==> src/design/cal_pkg.sv <==
`default_nettype none

package cal_pkg;

  // Operation codes carried in tuser.
  localparam logic OP_LOAD    = 1'b0;
  localparam logic OP_ADVANCE = 1'b1;

  // Field widths.
  localparam int DAY_W   = 5;
  localparam int MONTH_W = 4;
  localparam int YEAR_W  = 14;
  localparam int CENT_W  = 7;
  localparam int WDAY_W  = 3;
  localparam int SUM_W   = 10;

  // Date limits and reset date.
  localparam logic [DAY_W-1:0]   DAY_FIRST   = 5'd1;
  localparam logic [MONTH_W-1:0] MONTH_JAN   = 4'd1;
  localparam logic [MONTH_W-1:0] MONTH_FEB   = 4'd2;
  localparam logic [MONTH_W-1:0] MONTH_MAR   = 4'd3;
  localparam logic [MONTH_W-1:0] MONTH_DEC   = 4'd12;
  localparam logic [YEAR_W-1:0]  YEAR_FIRST  = 14'd1;
  localparam logic [YEAR_W-1:0]  YEAR_MAX    = 14'd9999;
  localparam logic [YEAR_W-1:0]  YEAR_RESET  = 14'd2000;
  localparam logic [YEAR_W-1:0]  YEAR_CENT   = 14'd100;
  localparam logic [CENT_W-1:0]  CENT_RESET  = 7'd20;
  localparam logic [CENT_W-1:0]  CENT_LAST   = 7'd99;

  // Year / 100 as a multiply by a scaled reciprocal; exact for all 14-bit years.
  localparam int                    DIV100_MUL_W = 13;
  localparam logic [DIV100_MUL_W-1:0] DIV100_MUL = 13'd5243;
  localparam int                    DIV100_SHIFT = 19;

  // Input word as it arrives on the slave side.
  typedef struct packed {
    logic               op;
    logic [YEAR_W-1:0]  year;
    logic [MONTH_W-1:0] month;
    logic [DAY_W-1:0]   day;
  } item_t;

  // Input word after clamping, with the century split off.
  typedef struct packed {
    logic               op;
    logic [CENT_W-1:0]  cent;
    logic [YEAR_W-1:0]  year;
    logic [MONTH_W-1:0] month;
    logic [DAY_W-1:0]   day;
  } split_t;

  // Stored date; the year is also kept as century and year within century.
  typedef struct packed {
    logic               overflow;
    logic [CENT_W-1:0]  yr_hi;
    logic [CENT_W-1:0]  yr_lo;
    logic [YEAR_W-1:0]  year;
    logic [MONTH_W-1:0] month;
    logic [DAY_W-1:0]   day;
  } date_t;

  // Result word, day in the lowest bits.
  typedef struct packed {
    logic               overflow;
    logic               leap;
    logic [WDAY_W-1:0]  weekday;
    logic [YEAR_W-1:0]  year;
    logic [MONTH_W-1:0] month;
    logic [DAY_W-1:0]   day;
  } res_t;

  // Gregorian leap rule from the split year.
  function automatic logic is_leap(input logic [CENT_W-1:0] yr_lo,
                                   input logic [CENT_W-1:0] yr_hi);
    if (yr_lo == '0) begin
      return (yr_hi[1:0] == 2'b00);
    end
    return (yr_lo[1:0] == 2'b00);
  endfunction

  // Days in a month.
  function automatic logic [DAY_W-1:0] month_length(input logic [MONTH_W-1:0] month,
                                                    input logic leap);
    logic [DAY_W-1:0] len;
    case (month) inside
      4'd4, 4'd6, 4'd9, 4'd11: len = 5'd30;
      MONTH_FEB:               len = leap ? 5'd29 : 5'd28;
      default:                 len = 5'd31;
    endcase
    return len;
  endfunction

  // Month term of Zeller's congruence, floor(13 * (m + 1) / 5), with
  // January and February counted as months 13 and 14.
  function automatic logic [5:0] month_term(input logic [MONTH_W-1:0] month);
    logic [5:0] t;
    case (month)
      4'd1:    t = 6'd36;
      4'd2:    t = 6'd39;
      4'd3:    t = 6'd10;
      4'd4:    t = 6'd13;
      4'd5:    t = 6'd15;
      4'd6:    t = 6'd18;
      4'd7:    t = 6'd20;
      4'd8:    t = 6'd23;
      4'd9:    t = 6'd26;
      4'd10:   t = 6'd28;
      4'd11:   t = 6'd31;
      4'd12:   t = 6'd33;
      default: t = 6'd0;
    endcase
    return t;
  endfunction

endpackage

`default_nettype wire

==> src/design/cal_split.sv <==
`default_nettype none

module cal_split (
  input  logic           clk,
  input  logic           rst,
  input  logic           in_valid,
  output logic           in_ready,
  input  cal_pkg::item_t in_item,
  output logic           out_valid,
  input  logic           out_ready,
  output cal_pkg::split_t out_item
);
  import cal_pkg::*;

  item_t  clamped;
  item_t  s1_item;
  logic   s1_valid;
  logic   s1_ready;
  logic   s2_ready;
  logic [YEAR_W+DIV100_MUL_W-1:0] prod;

  // Clamp the load fields into the legal date range.
  always_comb begin
    clamped = in_item;
    if (in_item.day == '0) begin
      clamped.day = DAY_FIRST;
    end
    if (in_item.month == '0) begin
      clamped.month = MONTH_JAN;
    end else if (in_item.month > MONTH_DEC) begin
      clamped.month = MONTH_DEC;
    end
    if (in_item.year == '0) begin
      clamped.year = YEAR_FIRST;
    end else if (in_item.year > YEAR_MAX) begin
      clamped.year = YEAR_MAX;
    end
  end

  // Each stage moves when the one after it is empty or moving.
  assign s2_ready = !out_valid || out_ready;
  assign s1_ready = !s1_valid || s2_ready;
  assign in_ready = s1_ready;

  // Input register.
  always_ff @(posedge clk) begin
    if (rst) begin
      s1_valid <= 1'b0;
    end else if (s1_ready) begin
      s1_valid <= in_valid;
    end
  end

  always_ff @(posedge clk) begin
    if (in_valid && s1_ready) begin
      s1_item <= clamped;
    end
  end

  // Century by reciprocal multiply.
  assign prod = (YEAR_W+DIV100_MUL_W)'(s1_item.year) * (YEAR_W+DIV100_MUL_W)'(DIV100_MUL);

  always_ff @(posedge clk) begin
    if (rst) begin
      out_valid <= 1'b0;
    end else if (s2_ready) begin
      out_valid <= s1_valid;
    end
  end

  always_ff @(posedge clk) begin
    if (s1_valid && s2_ready) begin
      out_item.op    <= s1_item.op;
      out_item.day   <= s1_item.day;
      out_item.month <= s1_item.month;
      out_item.year  <= s1_item.year;
      out_item.cent  <= prod[DIV100_SHIFT +: CENT_W];
    end
  end

endmodule

`default_nettype wire

==> src/design/cal_date.sv <==
`default_nettype none

module cal_date (
  input  logic            clk,
  input  logic            rst,
  input  logic            in_valid,
  output logic            in_ready,
  input  cal_pkg::split_t in_item,
  output logic            out_valid,
  input  logic            out_ready,
  output cal_pkg::date_t  out_item
);
  import cal_pkg::*;

  date_t             date_next;
  logic [YEAR_W-1:0] hund;
  logic [YEAR_W-1:0] rem;
  logic              leap;
  logic [DAY_W-1:0]  mlen;

  // The date register is the stage payload: it only changes when a word enters.
  assign in_ready = !out_valid || out_ready;

  assign hund = YEAR_W'(in_item.cent) * YEAR_W'(YEAR_CENT);
  assign rem  = in_item.year - hund;
  assign leap = is_leap(out_item.yr_lo, out_item.yr_hi);
  assign mlen = month_length(out_item.month, leap);

  // Next date: load the clamped date, or step one day with month and year carry.
  always_comb begin
    date_next          = out_item;
    date_next.overflow = 1'b0;
    if (in_item.op == OP_LOAD) begin
      date_next.day   = in_item.day;
      date_next.month = in_item.month;
      date_next.year  = in_item.year;
      date_next.yr_hi = in_item.cent;
      date_next.yr_lo = rem[CENT_W-1:0];
    end else if (out_item.day >= mlen) begin
      if (out_item.month >= MONTH_DEC) begin
        if (out_item.year >= YEAR_MAX) begin
          date_next.overflow = 1'b1;
        end else begin
          date_next.day   = DAY_FIRST;
          date_next.month = MONTH_JAN;
          date_next.year  = out_item.year + 1'b1;
          if (out_item.yr_lo == CENT_LAST) begin
            date_next.yr_lo = '0;
            date_next.yr_hi = out_item.yr_hi + 1'b1;
          end else begin
            date_next.yr_lo = out_item.yr_lo + 1'b1;
          end
        end
      end else begin
        date_next.day   = DAY_FIRST;
        date_next.month = out_item.month + 1'b1;
      end
    end else begin
      date_next.day = out_item.day + 1'b1;
    end
  end

  always_ff @(posedge clk) begin
    if (rst) begin
      out_valid         <= 1'b0;
      out_item.day      <= DAY_FIRST;
      out_item.month    <= MONTH_JAN;
      out_item.year     <= YEAR_RESET;
      out_item.yr_hi    <= CENT_RESET;
      out_item.yr_lo    <= '0;
      out_item.overflow <= 1'b0;
    end else if (in_ready) begin
      out_valid <= in_valid;
      if (in_valid) begin
        out_item <= date_next;
      end
    end
  end

endmodule

`default_nettype wire

==> src/design/cal_weekday.sv <==
`default_nettype none

module cal_weekday (
  input  logic           clk,
  input  logic           rst,
  input  logic           in_valid,
  output logic           in_ready,
  input  cal_pkg::date_t in_item,
  output logic           out_valid,
  input  logic           out_ready,
  output cal_pkg::res_t  out_item
);
  import cal_pkg::*;

  typedef struct packed {
    logic               overflow;
    logic               leap;
    logic [SUM_W-1:0]   sum;
    logic [YEAR_W-1:0]  year;
    logic [MONTH_W-1:0] month;
    logic [DAY_W-1:0]   day;
  } wsum_t;

  wsum_t             s4_item;
  logic              s4_valid;
  logic              s4_ready;
  logic [CENT_W-1:0] z_lo;
  logic [CENT_W-1:0] z_hi;
  logic [SUM_W-1:0]  sum;
  logic [4:0]        fold1;
  logic [3:0]        fold2;
  logic [2:0]        rem7;

  // January and February count as months of the previous year.
  always_comb begin
    z_lo = in_item.yr_lo;
    z_hi = in_item.yr_hi;
    if (in_item.month < MONTH_MAR) begin
      if (in_item.yr_lo == '0) begin
        z_lo = CENT_LAST;
        z_hi = in_item.yr_hi - 1'b1;
      end else begin
        z_lo = in_item.yr_lo - 1'b1;
      end
    end
  end

  // Zeller sum, with the shift to ISO numbering folded in as +5.
  assign sum = SUM_W'(in_item.day) + SUM_W'(month_term(in_item.month)) + SUM_W'(z_lo)
             + SUM_W'(z_lo >> 2) + SUM_W'(z_hi >> 2) + SUM_W'(z_hi) * SUM_W'(5)
             + SUM_W'(5);

  assign s4_ready = !out_valid || out_ready;
  assign in_ready = !s4_valid || s4_ready;

  always_ff @(posedge clk) begin
    if (rst) begin
      s4_valid <= 1'b0;
    end else if (in_ready) begin
      s4_valid <= in_valid;
    end
  end

  always_ff @(posedge clk) begin
    if (in_valid && in_ready) begin
      s4_item.day      <= in_item.day;
      s4_item.month    <= in_item.month;
      s4_item.year     <= in_item.year;
      s4_item.sum      <= sum;
      s4_item.leap     <= is_leap(in_item.yr_lo, in_item.yr_hi);
      s4_item.overflow <= in_item.overflow;
    end
  end

  // Sum mod 7: octal digits fold since 8 is 1 mod 7.
  assign fold1 = 5'(s4_item.sum[2:0]) + 5'(s4_item.sum[5:3]) + 5'(s4_item.sum[8:6])
               + 5'(s4_item.sum[9]);
  assign fold2 = 4'(fold1[2:0]) + 4'(fold1[4:3]);
  assign rem7  = (fold2 >= 4'd7) ? 3'(fold2 - 4'd7) : fold2[2:0];

  // Output register.
  always_ff @(posedge clk) begin
    if (rst) begin
      out_valid <= 1'b0;
    end else if (s4_ready) begin
      out_valid <= s4_valid;
    end
  end

  always_ff @(posedge clk) begin
    if (s4_valid && s4_ready) begin
      out_item.day      <= s4_item.day;
      out_item.month    <= s4_item.month;
      out_item.year     <= s4_item.year;
      out_item.weekday  <= rem7 + 1'b1;
      out_item.leap     <= s4_item.leap;
      out_item.overflow <= s4_item.overflow;
    end
  end

endmodule

`default_nettype wire

==> src/design/calendar_day_counter.sv <==
// A word passes the input, century, date, weekday sum and output registers in
// turn. Throughput: one word per cycle while m_axis_tready is high; the date
// register loops on its next-day logic; the rest are plain pipeline registers.
// Reset (synchronous, active high): the date becomes 1 January 2000 and all
// pipeline stages are emptied.
`default_nettype none

module calendar_day_counter (
  input  logic        clk,
  input  logic        rst,
  input  logic        s_axis_tvalid,
  output logic        s_axis_tready,
  input  logic [23:0] s_axis_tdata,   // load_day, load_month, load_year, zero pad
  input  logic        s_axis_tuser,   // operation
  output logic        m_axis_tvalid,
  input  logic        m_axis_tready,
  output logic [31:0] m_axis_tdata    // day_out, month_out, year_out, weekday,
                                      // leap_year, year_overflow, zero pad
);
  import cal_pkg::*;

  item_t  in_item;
  split_t split_item;
  logic   split_valid;
  logic   split_ready;
  date_t  date_item;
  logic   date_valid;
  logic   date_ready;
  res_t   res_item;

  // Unpack the input word.
  assign in_item.op    = s_axis_tuser;
  assign in_item.day   = s_axis_tdata[4:0];
  assign in_item.month = s_axis_tdata[8:5];
  assign in_item.year  = s_axis_tdata[22:9];

  // Clamp and split the year into century and year within century.
  cal_split u_split (
    .clk       (clk),
    .rst       (rst),
    .in_valid  (s_axis_tvalid),
    .in_ready  (s_axis_tready),
    .in_item   (in_item),
    .out_valid (split_valid),
    .out_ready (split_ready),
    .out_item  (split_item)
  );

  // Date register and next-day logic.
  cal_date u_date (
    .clk       (clk),
    .rst       (rst),
    .in_valid  (split_valid),
    .in_ready  (split_ready),
    .in_item   (split_item),
    .out_valid (date_valid),
    .out_ready (date_ready),
    .out_item  (date_item)
  );

  // Weekday and leap flag, output register.
  cal_weekday u_weekday (
    .clk       (clk),
    .rst       (rst),
    .in_valid  (date_valid),
    .in_ready  (date_ready),
    .in_item   (date_item),
    .out_valid (m_axis_tvalid),
    .out_ready (m_axis_tready),
    .out_item  (res_item)
  );

  assign m_axis_tdata = {4'b0000, res_item};

`ifndef ASSERT_OFF
  // The split year always matches the full year.
  a_year_split : assert property (@(posedge clk) disable iff (rst)
    date_item.year == (YEAR_W'(date_item.yr_hi) * YEAR_CENT + YEAR_W'(date_item.yr_lo)))
    else $error("stored year and century split disagree");

  // The stored month never leaves 1 to 12.
  a_month_range : assert property (@(posedge clk) disable iff (rst)
    date_item.month != '0 && date_item.month <= MONTH_DEC)
    else $error("stored month out of range");

  // A refused advance only happens on the last day of year 9999.
  a_overflow_date : assert property (@(posedge clk) disable iff (rst)
    (m_axis_tvalid && res_item.overflow) |->
      (res_item.day == 5'd31 && res_item.month == MONTH_DEC && res_item.year == YEAR_MAX))
    else $error("overflow flagged away from 31 December 9999");

  // The weekday code is never zero.
  a_weekday_nonzero : assert property (@(posedge clk) disable iff (rst)
    m_axis_tvalid |-> res_item.weekday != '0)
    else $error("weekday code zero");
`endif

endmodule

`default_nettype wire

==> config.mk <==
export PLATFORM = sky130hd
export DESIGN_NAME = calendar_day_counter
export DESIGN_NICKNAME = d
export VERILOG_FILES = /design/src/design/cal_pkg.sv /design/src/design/cal_split.sv /design/src/design/cal_date.sv /design/src/design/cal_weekday.sv /design/src/design/calendar_day_counter.sv
export SDC_FILE = /design/constraint.sdc
export NUM_CORES = 1
export LEC_CHECK = 0
export ABC_AREA = 1
export CORE_MARGIN = 2
export CORE_UTILIZATION = 25
export CTS_CLUSTER_SIZE = 28
export DETAILED_ROUTE_END_ITERATION = 8
export DONT_BUFFER_PORTS = 1
export REMOVE_ABC_BUFFERS = 1
export SYNTH_ARGS = -nofsm -noshare
export SYNTH_HDL_FRONTEND = slang
export SYNTH_SLANG_ARGS = --single-unit
==> constraint.sdc <==
create_clock -name clk -period 4.6 [get_ports clk]
set_clock_uncertainty 0.15 [all_clocks]
set_input_delay 0.46 -clock clk [delete_from_list [all_inputs] [get_ports clk]]
set_output_delay 0.46 -clock clk [all_outputs]
set_load 0.02 [all_outputs]
==> impl_summary.md <==
Placement
The placer's final routability congestion estimate is 0.876. The placed wire-length estimate is 22.7 mm. The number of port buffers is 0. Summing all placed instances gives a cell area of 14,100 um2.

The cell count after placement is ~2,100.

STA
The number of max-slew violations in the final report is 0. After layout, the minimum clock period comes to 4810 ps. The final setup slack of the worst path is -211 ps. The transition time of the tightest slew-check pin is 1000 ps. The worst pin sits at a relative slew slack of 0.331. Setup repair after global routing could not meet its margin everywhere. The final number of hold-violating endpoints came to 0. The number of endpoints failing setup at the final stage is 6.

Dividing the final minimum period by the clock period gives 1.05. The top achievable clock speed is 208 MHz. The total negative slack for setup checks is -850 ps.

Setup path
On the worst path, the slowest cell contributes a delay of 550 ps. The dominant cell type by count on the critical path is sky130_fd_sc_hd__fa_1. Along the worst path, the maximum fanout reaches 4.

The standard cell with the maximum stage delay on the critical path is sky130_fd_sc_hd__fa_1. The category of cells accounting for the largest share of critical-path delay is adder cells. Walking the worst path, the cells encountered are ha_4 -> nor2_4 -> buf_4 -> buf_4 -> inv_1 -> nor4_2 -> buf_4 -> xor2_2 -> nor2_2 -> fa_1 -> inv_1 -> fa_1 -> inv_1 -> fa_1 -> fa_1 -> ha_4 -> nand2_4 -> nor3_4 -> a21oi_2 -> nor2_1 -> nor2_1 -> xnor2_1. At the worst endpoint, the required time is 4650 ps. The worst register-to-register path has a depth of 22.

STA classifies the critical path startpoint as a register. The critical path contains buffers and inverters numbering 6 combined. The endpoint kind of the worst setup timing path is a register. The data arrival time of the worst path is about 5000 ps. The path length in cells of the critical path is 22. The critical path in this run is classified as register to register.

Die
The floorplan step set the die height to 229 um. In this run the standard cell core region covers approximately 50,000 um2. The floorplan step set the die width to 229 um.

The count of standard-cell rows is 82. The initial core utilization is 0.253. For this design the top-level I/O count stands at 63. The die outline area is 52,400 um2.

Yosys
The mean instance size in the synthesized netlist is 9.45 um2. The cell with the most instances after synthesis is sky130_fd_sc_hd__inv_1. After synthesis, the netlist uses approximately 50 different library cells. The top cell type by total area after synthesis is sky130_fd_sc_hd__edfxtp_1.

After synthesis, the most frequently instantiated cells are sky130_fd_sc_hd__inv_1, sky130_fd_sc_hd__nand2_1, sky130_fd_sc_hd__ha_1. The cell area that synthesis handed to floorplanning was ~13,000 um2. In the synthesized netlist the dominant register cell turns out to be sky130_fd_sc_hd__edfxtp_1. The share of Yosys cell area claimed by the top area cell type is 0.280. By area the synthesized netlist is led by sky130_fd_sc_hd__edfxtp_1, sky130_fd_sc_hd__ha_1, sky130_fd_sc_hd__fa_1, sky130_fd_sc_hd__inv_1, sky130_fd_sc_hd__dfxtp_1. The number of enable flip-flop cells after synthesis is 118. After synthesis the netlist holds a flip-flop and latch count of between 150 and 200. After synthesis, the share of flip-flops with an asynchronous set or reset is 0. The number of cells produced by synthesis is 1,339.

The share of the Yosys chip area taken by registers is 0.358. For this run, the number of Yosys warnings is 0.

Power and ir drop
The analysis attributes to net switching a power of 5.62 mW. The internal power of the cells totals 6.83 mW. Across the VDD grid, the largest voltage drop is 0.533 mV. The power per unit of standard cell area is 792 nW/um2. The switching part of the total power is 0.451. Of the total power, the clock network draws 0.116.

The static leakage power is 7.16 nW. The logic gate share of total power is 0.719. The part of the power in registers is 0.165. Overall power consumption after layout is estimated at 12.5 mW.

Cells and area
The number of antenna diodes in the final layout is 0. After routing the design area is 15,700 um2. The number of cells in the finished layout apart from fillers is roughly 2,200. The net count of the finished layout is 1,751. In the final layout, the share of cells above drive strength 1 is 0.205. The area growth from synthesis to layout is 24.3%. The post-layout utilization of the core is 0.314.

Clocking
The H-tree was split into 4 levels. The longest clock path from root to sink contains 2 buffers. The number of buffers created by CTS is 17. In this run the clock root is driven by a sky130_fd_sc_hd__clkbuf_16. TritonCTS built the clock tree. Clock tree synthesis found a total of 167 sinks. Clock latency on the worst-skew pair, taken at its later pin, is about 460 ps.

The clock slew at the register clock pins of the worst setup and hold paths is about 70 ps.

Flow run
The number of maximum-capacitance constraint violations is 0.

Global route
The number of global-route vias before repair came to 9,371. The initial antenna violation count came to 0. Entering global routing, the biggest net connects 36 pins. The overall routing resource usage is 0.112. After global routing the overflow that remains totals 0. The wire length of the first global-routing pass is 46.8 mm.

Worst hold path
The instance count along the most critical hold path is 2. The class of the tightest hold or removal check is primary input to register.

Route
The per-cell via count in the routed design is between 4 and 5. Dividing the detail-routed wire length by the instance count gives 13.3 um. The number of design-rule violations left by the first detailed-router iteration is 511. The final wirelength is 28.9 mm.

The pre-antenna-repair detailed-routing pass consisted of 5 iterations. For this block, the via count after detailed routing is 9,177. The post-detailed-route DRC marker count is 0.

The number of nets with antenna violations after routing is 0.

Run status
The run finished, with violations left. The checks that failed: setup timing.
-- routing by layer --
metal,GRT usage,vias up,routed length (um)
li1,-,4596,-
met1,0.140,4388,13200
met2,0.195,168,14400
met3,0.0219,25,916
met4,0.0310,0,412
met5,0,-,0
-- cells by family (layout without fill, tap and decap cells) --
kind of cell / Yosys count / after routing / share of synthesized area
buffers and inverters: 325 / 477 / 0.101
adder cells (fa/ha/maj): 241 / 241 / 0.292
AND/OR/NAND/NOR: 365 / 365 / 0.129
XOR/XNOR: 54 / 54 / 0.0380
flip-flops: 167 / 167 / 0.358
AO/OA/AOI/OAI: 185 / 185 / 0.0811
other: 1 / 4 / 0.000296
multiplexers: 1 / 1 / 0.000890
-- area by class of cell --
class / instances / area (um2)
multi-input cells: 850 / 7470
fillers: 5149 / 34300
clock inverters: 15 / 175
well taps: 672 / 841
flip-flops and latches: 167 / 4530
repair buffers: 147 / 1160
clock buffers: 17 / 425
inverters: 298 / 1130
-- layout by cell type, fill, tap and decap left out, types with 3 or more instances in the layout --
master	instances
sky130_fd_sc_hd__inv_1	268
sky130_fd_sc_hd__inv_2	25
sky130_fd_sc_hd__buf_4	128
sky130_fd_sc_hd__nand2_2	13
sky130_fd_sc_hd__nand3_1	49
sky130_fd_sc_hd__nand4_1	10
sky130_fd_sc_hd__buf_6	10
sky130_fd_sc_hd__a31oi_1	8
sky130_fd_sc_hd__ha_4	26
sky130_fd_sc_hd__nor2_4	6
sky130_fd_sc_hd__conb_1	4
sky130_fd_sc_hd__inv_4	3
sky130_fd_sc_hd__clkinv_8	3
sky130_fd_sc_hd__o21ai_0	47
sky130_fd_sc_hd__inv_8	4
sky130_fd_sc_hd__o211ai_1	5
sky130_fd_sc_hd__nor2_2	12
sky130_fd_sc_hd__nor3_2	3
sky130_fd_sc_hd__xor2_1	35
sky130_fd_sc_hd__a21o_1	9
sky130_fd_sc_hd__xnor2_1	17
sky130_fd_sc_hd__nand2_4	8
sky130_fd_sc_hd__a21oi_2	8
sky130_fd_sc_hd__clkbuf_16	17
sky130_fd_sc_hd__edfxtp_1	118
sky130_fd_sc_hd__dfxtp_2	4
sky130_fd_sc_hd__nand2_1	164
sky130_fd_sc_hd__dlygate4sd3_1	9
sky130_fd_sc_hd__o21ai_1	17
sky130_fd_sc_hd__nor3_1	13
sky130_fd_sc_hd__dfxtp_1	45
sky130_fd_sc_hd__a21oi_1	64
sky130_fd_sc_hd__fa_1	89
sky130_fd_sc_hd__clkinv_4	4
sky130_fd_sc_hd__nor2_1	70
sky130_fd_sc_hd__ha_1	123
sky130_fd_sc_hd__o22ai_1	4
sky130_fd_sc_hd__a21oi_4	3
-- flip-flops by register name, summed over array words and instances, names as in the netlist, named ones only --
register	flops
u_date.out_item	38
u_weekday.s4_item	35
u_split.out_item	31
u_weekday.out_item	28
u_split.s1_item	24
u_date.out_valid	1
u_split.out_valid	1
u_split.s1_valid	1
u_weekday.out_valid	1
u_weekday.s4_valid	1
-- power groups by stage --
stage          logic [mW]  registers (mW)  clock network [mW]
2_1_floorplan        4.76            2.08                   0
3_3_place_gp         6.63            2.09                   0
3_5_place_dp         6.81            2.10                   0
4_1_cts              7.65            2.06                1.49
5_1_grt              10.0            2.07                1.56
6_report             8.95            2.06                1.45
-- worst paths after layout --
path                                             from                      to  slack [ps]
worst max-delay path               u_date.out_item[6]   u_weekday.s4_item[30]        -210
worst min-delay path                 s_axis_tdata[19]     u_split.s1_item[19]          30
worst max register to register     u_date.out_item[6]   u_weekday.s4_item[30]        -210
worst min register to register  u_weekday.s4_item[15]  u_weekday.out_item[15]         260
-- stage by stage --
step,worst slack (ps),hold slack [ps]
2_1_floorplan,-385,250
5_1_grt,-432,37.1
6_report,-211,33.6
3_3_place_gp,-330,255
4_1_cts,-170,17.3
3_5_place_dp,-408,255
-- what timing repair did --
item                                    4_1_cts  5_1_grt
buffers inserted                             21       15
gates resized for setup                      38       92
endpoints found under the setup margin       14       14
hold endpoints to repair                     22        0
hold buffers                                  9        0
pin swaps                                    27       91
Power figures use the tool's default switching activity.
